`config.mk`:
```
export PLATFORM = sky130hd
export DESIGN_NAME = frame_rate_window_average
export DESIGN_NICKNAME = d
export VERILOG_FILES = /design/src/frwa_pkg.sv /design/src/frame_rate_window_average.sv /design/src/frwa_ram.sv /design/src/frwa_front.sv /design/src/frwa_fifo.sv /design/src/frwa_back.sv
export SDC_FILE = /design/constraint.sdc
export NUM_CORES = 2
export LEC_CHECK = 0
export ABC_AREA = 1
export BUFFER_PORTS_ARGS = -buffer_cell sky130_fd_sc_hd__buf_4
export CAP_MARGIN = 10
export CELL_PAD_IN_SITES_DETAIL_PLACEMENT = 1
export CELL_PAD_IN_SITES_GLOBAL_PLACEMENT = 2
export CORE_MARGIN = 2
export CORE_UTILIZATION = 39
export CTS_CLUSTER_DIAMETER = 150
export DETAILED_ROUTE_END_ITERATION = 8
export PLACE_DENSITY_LB_ADDON = 0.05
export SETUP_SLACK_MARGIN = 0.15
export SYNTH_ARGS = -nofsm -noshare
export SYNTH_HDL_FRONTEND = slang
export SYNTH_SLANG_ARGS = --single-unit
```
`constraint.sdc`:
```
create_clock -name clk_i -period 5.1 [get_ports clk_i]
set_clock_uncertainty 0.15 [all_clocks]
set_input_delay 1.02 -clock clk_i [delete_from_list [all_inputs] [get_ports clk_i]]
set_output_delay 1.02 -clock clk_i [all_outputs]
set_load 0.1 [all_outputs]
```
`src/frwa_pkg.sv`:
```
// Shared constants and types for the frame rate window averager.
// No dependencies; imported by every module of the block except frwa_ram.
package frwa_pkg;

  localparam int unsigned Window    = 60;
  localparam int unsigned StampW    = 32;
  localparam int unsigned SlotW     = (Window > 1) ? $clog2(Window) : 1;
  localparam int unsigned CntW      = $clog2(Window + 1);
  localparam int unsigned SumW      = StampW + CntW;
  localparam int unsigned MsPerS    = 1000;
  localparam int unsigned MsW       = 10;
  localparam int unsigned FracW     = 16;
  localparam int unsigned NumW      = CntW + MsW + FracW;
  localparam int unsigned ItW       = $clog2(NumW);
  localparam int unsigned RateLimit = 65536000;
  localparam int unsigned FpsW      = 26;
  localparam int unsigned FramesW   = 6;
  localparam int unsigned FifoPtrW  = 1;
  localparam int unsigned FifoDepth = 2 ** FifoPtrW;

  typedef struct packed {
    logic [StampW-1:0] delay;
    logic [SlotW-1:0]  slot;
    logic [CntW-1:0]   count;
    logic              full;
  } frwa_item_t;

endpackage

```
`src/frame_rate_window_average.sv`:
```
// Top level of the moving-average frame rate counter.
// Depends on frwa_pkg, frwa_front, frwa_fifo, frwa_back, frwa_ram.
//
//  channel   | dir | payload
//  s_axis    | in  | tdata[31:0] now_ms
//  m_axis    | out | tdata[31:0] frame_delay, [37:32] frames_counted, [63:38] fps_q16;
//            |     | tuser[0] zero_sum
//  cfg       | in  | cfg_wdata_i[31:0] start_stamp, written when cfg_we_i is high
//
// Each stamp passes through the back end in order: ring read, sum subtract, sum
// add, the restoring divider at one quotient bit per cycle, and output load, which
// waits while a result is held, before the next stamp is taken. The front end
// takes stamps while the two-entry queue has room, so a waiting result stalls the
// back end, and the front end once the queue is full. Reset clears the sum, fill
// count and slot; the ring needs no clearing pass since unfilled slots read as zero.
module frame_rate_window_average import frwa_pkg::*; (
  input  logic        clk_i,
  input  logic        rst_ni,
  input  logic        cfg_we_i,
  input  logic [31:0] cfg_wdata_i,   // start_stamp
  input  logic        s_axis_tvalid,
  output logic        s_axis_tready,
  input  logic [31:0] s_axis_tdata,  // [31:0] now_ms
  output logic        m_axis_tvalid,
  input  logic        m_axis_tready,
  output logic [63:0] m_axis_tdata,  // [31:0] frame_delay, [37:32] frames_counted,
                                     // [63:38] fps_q16
  output logic [0:0]  m_axis_tuser   // [0] zero_sum
);

  logic               push;
  logic               q_full;
  logic               q_valid;
  logic               pop;
  frwa_item_t         push_item;
  frwa_item_t         head_item;
  logic [StampW-1:0]  out_delay;
  logic [FramesW-1:0] out_frames;
  logic [FpsW-1:0]    out_fps;
  logic               out_zero;

  frwa_front u_front (
    .clk_i        (clk_i),
    .rst_ni       (rst_ni),
    .cfg_we_i     (cfg_we_i),
    .cfg_wdata_i  (cfg_wdata_i),
    .valid_i      (s_axis_tvalid),
    .now_i        (s_axis_tdata),
    .queue_full_i (q_full),
    .ready_o      (s_axis_tready),
    .push_o       (push),
    .item_o       (push_item)
  );

  frwa_fifo u_fifo (
    .clk_i   (clk_i),
    .rst_ni  (rst_ni),
    .push_i  (push),
    .item_i  (push_item),
    .full_o  (q_full),
    .pop_i   (pop),
    .valid_o (q_valid),
    .item_o  (head_item)
  );

  frwa_back u_back (
    .clk_i        (clk_i),
    .rst_ni       (rst_ni),
    .item_valid_i (q_valid),
    .item_i       (head_item),
    .pop_o        (pop),
    .out_valid_o  (m_axis_tvalid),
    .out_ready_i  (m_axis_tready),
    .out_delay_o  (out_delay),
    .out_frames_o (out_frames),
    .out_fps_o    (out_fps),
    .out_zero_o   (out_zero)
  );

  assign m_axis_tdata = {out_fps, out_frames, out_delay};
  assign m_axis_tuser = out_zero;

endmodule

```
`src/frwa_ram.sv`:
```
// Generic single-write, single-read RAM with registered read data.
// No dependencies.
module frwa_ram #(
  parameter int unsigned Width = 32,
  parameter int unsigned Depth = 64
) (
  input  logic                                       clk_i,
  input  logic                                       we_i,
  input  logic [((Depth > 1) ? $clog2(Depth) : 1)-1:0] waddr_i,
  input  logic [Width-1:0]                           wdata_i,
  input  logic [((Depth > 1) ? $clog2(Depth) : 1)-1:0] raddr_i,
  output logic [Width-1:0]                           rdata_o
);

  logic [Width-1:0] mem_q [Depth];
  logic [Width-1:0] rdata_q;

  always_ff @(posedge clk_i) begin
    if (we_i) begin
      mem_q[waddr_i] <= wdata_i;
    end
    rdata_q <= mem_q[raddr_i];
  end

  assign rdata_o = rdata_q;

endmodule

```
`src/frwa_front.sv`:
```
// Front end: accepts stamps, forms the delay, tracks last stamp, ring slot and fill count.
// Depends on frwa_pkg.
module frwa_front import frwa_pkg::*; (
  input  logic              clk_i,
  input  logic              rst_ni,
  input  logic              cfg_we_i,
  input  logic [StampW-1:0] cfg_wdata_i,
  input  logic              valid_i,
  input  logic [StampW-1:0] now_i,
  input  logic              queue_full_i,
  output logic              ready_o,
  output logic              push_o,
  output frwa_item_t        item_o
);

  logic [StampW-1:0] last_q, last_d;
  logic [SlotW-1:0]  slot_q, slot_d;
  logic [CntW-1:0]   cnt_q, cnt_d;
  logic              full;

  assign ready_o = !queue_full_i;
  assign push_o  = valid_i && ready_o;
  assign full    = (cnt_q == CntW'(Window));

  always_comb begin
    last_d = last_q;
    slot_d = slot_q;
    cnt_d  = cnt_q;
    if (cfg_we_i) begin
      last_d = cfg_wdata_i;
    end else if (push_o) begin
      last_d = now_i;
      slot_d = (slot_q == SlotW'(Window - 1)) ? '0 : slot_q + SlotW'(1);
      cnt_d  = full ? cnt_q : cnt_q + CntW'(1);
    end
  end

  always_comb begin
    item_o.delay = now_i - last_q;
    item_o.slot  = slot_q;
    item_o.count = cnt_d;
    item_o.full  = full;
  end

  always_ff @(posedge clk_i or negedge rst_ni) begin
    if (!rst_ni) begin
      last_q <= '0;
      slot_q <= '0;
      cnt_q  <= '0;
    end else begin
      last_q <= last_d;
      slot_q <= slot_d;
      cnt_q  <= cnt_d;
    end
  end

endmodule

```
`src/frwa_fifo.sv`:
```
// Short queue of classified items between front and back end.
// Depends on frwa_pkg.
module frwa_fifo import frwa_pkg::*; (
  input  logic       clk_i,
  input  logic       rst_ni,
  input  logic       push_i,
  input  frwa_item_t item_i,
  output logic       full_o,
  input  logic       pop_i,
  output logic       valid_o,
  output frwa_item_t item_o
);

  frwa_item_t          mem_q [FifoDepth];
  logic [FifoPtrW-1:0] wptr_q, rptr_q;
  logic [FifoPtrW:0]   cnt_q;

  assign full_o  = (cnt_q == (FifoPtrW + 1)'(FifoDepth));
  assign valid_o = (cnt_q != '0);
  assign item_o  = mem_q[rptr_q];

  always_ff @(posedge clk_i) begin
    if (push_i) begin
      mem_q[wptr_q] <= item_i;
    end
  end

  always_ff @(posedge clk_i or negedge rst_ni) begin
    if (!rst_ni) begin
      wptr_q <= '0;
      rptr_q <= '0;
      cnt_q  <= '0;
    end else begin
      if (push_i) begin
        wptr_q <= wptr_q + FifoPtrW'(1);
      end
      if (pop_i) begin
        rptr_q <= rptr_q + FifoPtrW'(1);
      end
      if (push_i && !pop_i) begin
        cnt_q <= cnt_q + (FifoPtrW + 1)'(1);
      end else if (!push_i && pop_i) begin
        cnt_q <= cnt_q - (FifoPtrW + 1)'(1);
      end
    end
  end

  assert property (@(posedge clk_i) disable iff (!rst_ni) full_o |-> !push_i)
    else $error("queue overflow");
  assert property (@(posedge clk_i) disable iff (!rst_ni) !valid_o |-> !pop_i)
    else $error("queue underflow");
  assert property (@(posedge clk_i) disable iff (!rst_ni)
    (push_i && !pop_i && !full_o) |=> valid_o)
    else $error("pushed item lost");

endmodule

```
`src/frwa_back.sv`:
```
// Back end: ring update, running sum, restoring divider and output register.
// Depends on frwa_pkg and frwa_ram.
module frwa_back import frwa_pkg::*; (
  input  logic               clk_i,
  input  logic               rst_ni,
  input  logic               item_valid_i,
  input  frwa_item_t         item_i,
  output logic               pop_o,
  output logic               out_valid_o,
  input  logic               out_ready_i,
  output logic [StampW-1:0]  out_delay_o,
  output logic [FramesW-1:0] out_frames_o,
  output logic [FpsW-1:0]    out_fps_o,
  output logic               out_zero_o
);

  typedef enum logic [2:0] {
    ST_IDLE,
    ST_SUB,
    ST_ADD,
    ST_DIV,
    ST_OUT
  } state_e;

  state_e             state_q;
  frwa_item_t         itm_q;
  logic [SumW-1:0]    sum_q;
  logic [SumW-1:0]    rem_q;
  logic [NumW-1:0]    num_q;
  logic [ItW-1:0]     it_q;
  logic [StampW-1:0]  ram_rdata;
  logic [StampW-1:0]  old_delay;
  logic               ram_we;
  logic [SumW:0]      rem_sh;
  logic               qbit;
  logic [NumW-1:0]    quot_sat;
  logic               out_load;

  logic               out_vld_q;
  logic [StampW-1:0]  out_delay_q;
  logic [FramesW-1:0] out_frames_q;
  logic [FpsW-1:0]    out_fps_q;
  logic               out_zero_q;

  assign pop_o     = (state_q == ST_IDLE) && item_valid_i;
  assign ram_we    = (state_q == ST_SUB);
  // slots at or beyond the fill count were never written and read as zero
  assign old_delay = itm_q.full ? ram_rdata : '0;
  assign rem_sh    = {rem_q, num_q[NumW-1]};
  assign qbit      = (rem_sh >= {1'b0, sum_q});
  assign quot_sat  = (num_q > NumW'(RateLimit)) ? NumW'(RateLimit) : num_q;
  assign out_load  = (state_q == ST_OUT) && (!out_vld_q || out_ready_i);

  frwa_ram #(
    .Width (StampW),
    .Depth (Window)
  ) u_ring (
    .clk_i   (clk_i),
    .we_i    (ram_we),
    .waddr_i (itm_q.slot),
    .wdata_i (itm_q.delay),
    .raddr_i (item_i.slot),
    .rdata_o (ram_rdata)
  );

  always_ff @(posedge clk_i) begin
    case (state_q)
      ST_IDLE: begin
        if (pop_o) begin
          itm_q <= item_i;
        end
      end
      ST_ADD: begin
        num_q <= (NumW'(itm_q.count) * NumW'(MsPerS)) << FracW;
        rem_q <= '0;
      end
      ST_DIV: begin
        rem_q <= qbit ? SumW'(rem_sh - {1'b0, sum_q}) : rem_sh[SumW-1:0];
        num_q <= {num_q[NumW-2:0], qbit};
      end
      default: begin
      end
    endcase
  end

  always_ff @(posedge clk_i or negedge rst_ni) begin
    if (!rst_ni) begin
      state_q      <= ST_IDLE;
      sum_q        <= '0;
      it_q         <= '0;
      out_vld_q    <= 1'b0;
      out_delay_q  <= '0;
      out_frames_q <= '0;
      out_fps_q    <= '0;
      out_zero_q   <= 1'b0;
    end else begin
      if (out_load) begin
        out_vld_q <= 1'b1;
      end else if (out_ready_i) begin
        out_vld_q <= 1'b0;
      end
      case (state_q)
        ST_IDLE: begin
          if (pop_o) begin
            state_q <= ST_SUB;
          end
        end
        ST_SUB: begin
          sum_q   <= sum_q - SumW'(old_delay);
          state_q <= ST_ADD;
        end
        ST_ADD: begin
          sum_q   <= sum_q + SumW'(itm_q.delay);
          it_q    <= ItW'(NumW - 1);
          state_q <= ST_DIV;
        end
        ST_DIV: begin
          it_q <= it_q - ItW'(1);
          if (it_q == '0) begin
            state_q <= ST_OUT;
          end
        end
        ST_OUT: begin
          if (out_load) begin
            out_delay_q  <= itm_q.delay;
            out_frames_q <= FramesW'(itm_q.count);
            out_fps_q    <= FpsW'(quot_sat);
            out_zero_q   <= (sum_q == '0);
            state_q      <= ST_IDLE;
          end
        end
        default: begin
          state_q <= ST_IDLE;
        end
      endcase
    end
  end

  assign out_valid_o  = out_vld_q;
  assign out_delay_o  = out_delay_q;
  assign out_frames_o = out_frames_q;
  assign out_fps_o    = out_fps_q;
  assign out_zero_o   = out_zero_q;

  assert property (@(posedge clk_i) disable iff (!rst_ni)
    out_vld_q |-> (NumW'(out_fps_q) <= NumW'(RateLimit)))
    else $error("rate above limit");
  assert property (@(posedge clk_i) disable iff (!rst_ni)
    (out_vld_q && out_zero_q) |-> (NumW'(out_fps_q) == NumW'(RateLimit)))
    else $error("zero sum without saturated rate");
  assert property (@(posedge clk_i) disable iff (!rst_ni)
    (state_q == ST_OUT && !out_vld_q) |=> (out_vld_q && state_q == ST_IDLE))
    else $error("result not registered");

endmodule

```
==> results.md <==
- Status: finished clean
- Crit path largest cell delay: 0.45 ns
- Clock slew at reported path FFs: 0.06 ns
- Crit path capture type: flop
- Met1 Resource Use GR: 37.5%
- Root Driver: clkbuf_16
- DRT antenna net count: 0
- Req. time, crit path: 5.66 ns
- WP depth: 24
- #FFs+latches synth: 2317
- 1st-iter DRT viols: 6179
- CP Class: flop to flop
- CTS resizes: 0
- Internal: 0.0454 W
- Met3 GRT Util: 3.31%
- Final min period: 4.38 ns
- Crit path max-delay family: simple AND/OR/NAND/NOR gates
- Slew @ Worst Pin: 1.11 ns
- Leading area contributor after synthesis: edfxtp_1
- Worst Hold Class: input port to flop
- Clock Power Share: 22.3%
- Worst-case vdd ir drop: 0.423 mV
- H-tree depth: 5
- FP Rows: 187
- First-pass GRT wire length: 514000 microns
- Mean number of vias per cell: 5.44
- Routed len/inst: 27.0 microns
- Placed Cells: 12743
- Switch Pwr: 0.0377 W
- R2R depth: 24
- CP max stage cell: edfxtp_1
- Filler cells: 27855
- Setup violations, final: 0
- Gr busiest metal: met2
- M2 GR Usage: 43.1%
- Fin crit share: 86.0%
- TritonCTS clock tree: done
- Initial antenna violation count: 25
- Buf/Inv on CP: 1
- Worst Setup Slack, final: 0.716 ns
- Register area share after synthesis: 67.0%
- Share of post-route cells with drive strength above 1: 8.72%
- RR Endpoint: u_back.sum_q[29]
- Clock Sinks: 2317
- Logic pwr share: 46.6%
- Yosys cell types: 55
- Pwr dens: 712 nW/um^2
- Top cells by area, synth: edfxtp_1 (62%), nand2_1 (5.9%), o211ai_1 (4.2%), nor2_1 (3.9%), dfrtp_1 (3.9%)
- DRC Markers: 0
- Synth Warn #: 0
- Worst Path Arrival: 4.94 ns
- Cell count after synthesis: 9343
- Critical path, cell by cell: nand2_1, ha_1, nand2_1, nor2_1, nand2_1, nor2_1, nand2_1, inv_1, nand2_1, nor2_1, a21oi_1, o21ai_0, ha_1, nand2_1, nor2_1, nand2_1, nor2_1, nand2_1, nand3_1, nand2_1, nand2_1, nand2_1, nand3_1, o21ai_0
- Reg area: 68500 sq um
- Final Net Count: 9750
- Drt first pass iters: 5
- Dpl ws: 0.473 ns
- Setup TNS: 0 ns
- Max_cap viols: 0
- Chip Height: 516 microns
- HP Start: cfg_wdata_i[1]
- Core Region: 260000 sq um
- Total die area: 266000 sq um
- Ys async rst share: 6.91%
- Setup slack, reg-to-reg: 0.72 ns
- Launch point of the worst path: u_back.itm_q[0]
- GR Overflow Total: 0
- Area Overhead vs Synth: 14.3%
- CP Launch Type: flop
- Sequential share of power: 31.0%
- Final Non-Filler Cells: 13212
- Worst R2R Start: u_back.itm_q[0]
- Clk buf depth: 4
- Pin count of the biggest net entering global routing: 122
- Via count: 71906
- CP max FO: 5
- Chip width: 516 microns
- Final wirelength: 356000 microns
- Post-DP HPWL: 223000 microns
- Vias in the first global route: 73500
- LEAKAGE: 43.9 nW
- Post-synth EDFFs: 2125
- Number of top-level pins: 136
- Top cell type's share of synthesized area: 62.5%
- Final Hold Vio Count: 0
- Worst setup path end: u_back.sum_q[29]
- Relative slew slack: 25.9%
- PortBufs: 135
- Pins Over Slew Limit: 0
- Mapped Nets: 9566
- Post-Synthesis Cell Area: 102000 sq um
- Initial core utilization: 39.3%
- Syn_area_per_cell: 10.9 sq um
- Total CTS buffers: 276
- F_max: 228 MHz
- Multi-input gate area: 28400 sq um
- Total Power: 0.0831 W
- Later-pin clock latency in the skew report: 0.86 ns
- RSZ-0062 raised after global routing: no
- Most used cell, CP: nand2_1
- Sw Share: 45.4%
- Tot GR Track Use: 26.5%
- Placer congestion estimate: 0.842
- Main synth FF type: edfxtp_1
[power groups by stage]
| stage | clock [W] | sequential, W | combinational (W) |
|---|---|---|---|
| finish | 0.0186 | 0.0258 | 0.0387 |
| global route | 0.0195 | 0.0259 | 0.0427 |
| CTS | 0.0189 | 0.0258 | 0.0391 |
| detailed placement | 0 | 0.0262 | 0.0389 |
| global placement | 0 | 0.0262 | 0.0385 |
| floorplan | 0 | 0.0276 | 0.0214 |
[cells in the final DEF, fill, tap and decap left out, types with 44 or more instances in the layout]
cell       count
nor2_4        64
buf_12        47
ha_1         138
nand2_1     1599
buf_4        339
edfxtp_1    2125
clkbuf_16    280
nand4_1       44
o211ai_1     567
inv_1        982
clkinv_1      53
nor2_1      1008
dfrtp_1      159
o21ai_0      782
xor2_1        64
a21oi_1      262
clkbuf_1      60
nand3_1      777
[cells by family (layout without fill, tap and decap cells)]
logic type               Yosys count  after routing  synth area share, %
buffers and inverters           1472           1839                 5.76
AO/OA/AOI/OAI                   1735           1735                 10.1
AND/OR/NAND/NOR                 3589           3589                 14.5
other                              0              6                    0
adder cells (fa/ha/maj)          154            154                 2.00
flip-flops                      2317           2317                 67.0
XOR/XNOR                          76             76                0.652
[registers in the layout, indices dropped and copies added, names as in the netlist, 26 cells and up]
register	cells
u_back.rem_q	38
u_back.u_ring.rdata_o	32
u_front.last_q	32
u_back.u_ring.mem_q	1920
u_back.sum_q	38
u_fifo.mem_q	90
u_back.out_fps_o	26
u_back.num_q	32
u_back.out_delay_o	32
u_back.itm_q	45
[synthesized netlist by cell type (all sizes together), types with 11 or more instances]
cell and instances:
dfrtp 160, inv 987, a31oi 33, fa 16, nor4 18, nor2 1075
or2 19, nand2 1602, xnor2 12, nand3b 19, buf 265, a21oi 262
o21bai 16, dfxtp 32, clkbuf 218, nand3 778, nor3 29, o21ai 820
ha 138, xor2 64, nand4 44, o211ai 574, edfxtp 2125, a21boi 11
[stage by stage]
stage	cell area [sq um]	util, %	hold slack, ns
floorplan	102000	-	0.296
global placement	108000	41.7	0.311
detailed placement	108000	41.7	0.320
CTS	117000	44.9	0.213
global route	117000	44.9	0.252
finish	117000	44.9	0.258
[worst reg2reg max path: stages (launching register included)]
cell      delay (ns)
edfxtp_1        0.45
nand2_1         0.17
ha_1            0.19
nand2_1         0.10
nor2_1          0.26
nand2_1         0.11
nor2_1          0.20
nand2_1         0.15
inv_1           0.12
nand2_1         0.08
nor2_1          0.16
a21oi_1         0.11
o21ai_0         0.42
ha_1            0.31
nand2_1         0.12
nor2_1          0.26
nand2_1         0.12
nor2_1          0.11
nand2_1         0.06
nand3_1         0.26
nand2_1         0.12
nand2_1         0.08
nand2_1         0.05
nand3_1         0.06
o21ai_0         0.08
[how the worst min path moves through the flow]
stage	cells past startpoint	slack [ns]	end
6_report	3	0.26	u_front.last_q[1]
3_5_place_dp	2	0.32	u_back.out_fps_o[3]
5_1_grt	3	0.25	u_front.last_q[1]
2_1_floorplan	1	0.30	u_fifo.cnt_q[0]
3_3_place_gp	1	0.31	u_fifo.cnt_q[0]
4_1_cts	3	0.21	u_front.last_q[1]
[layout make-up]
| type | count | share of cell area, % |
|---|---|---|
| Timing Repair Buffer | 389 | 3.03 |
| Inverter | 989 | 3.20 |
| Antenna cell | 6 | 0.0129 |
| Clock buffer | 350 | 6.31 |
| Sequential cell | 2317 | 58.6 |
| Multi-Input combinational cell | 5554 | 24.3 |
| Tap cell | 3496 | 3.75 |
| Clock inverter | 111 | 0.726 |
[what timing repair did]
| action | 4_1_cts | 5_1_grt |
|---|---|---|
| buffers inserted | 0 | 1 |
| hold buffers | 1 | 0 |
| hold endpoints to repair | 9 | 0 |
| endpoints found under the setup margin | 0 | 12 |
[routing by layer]
layer  wire (microns)  up-vias
li1                 -    32952
met1           164000    36921
met2           166000     1625
met3            17100      408
met4             8880        0
met5                0        -
(Power assumes the default switching activity.)
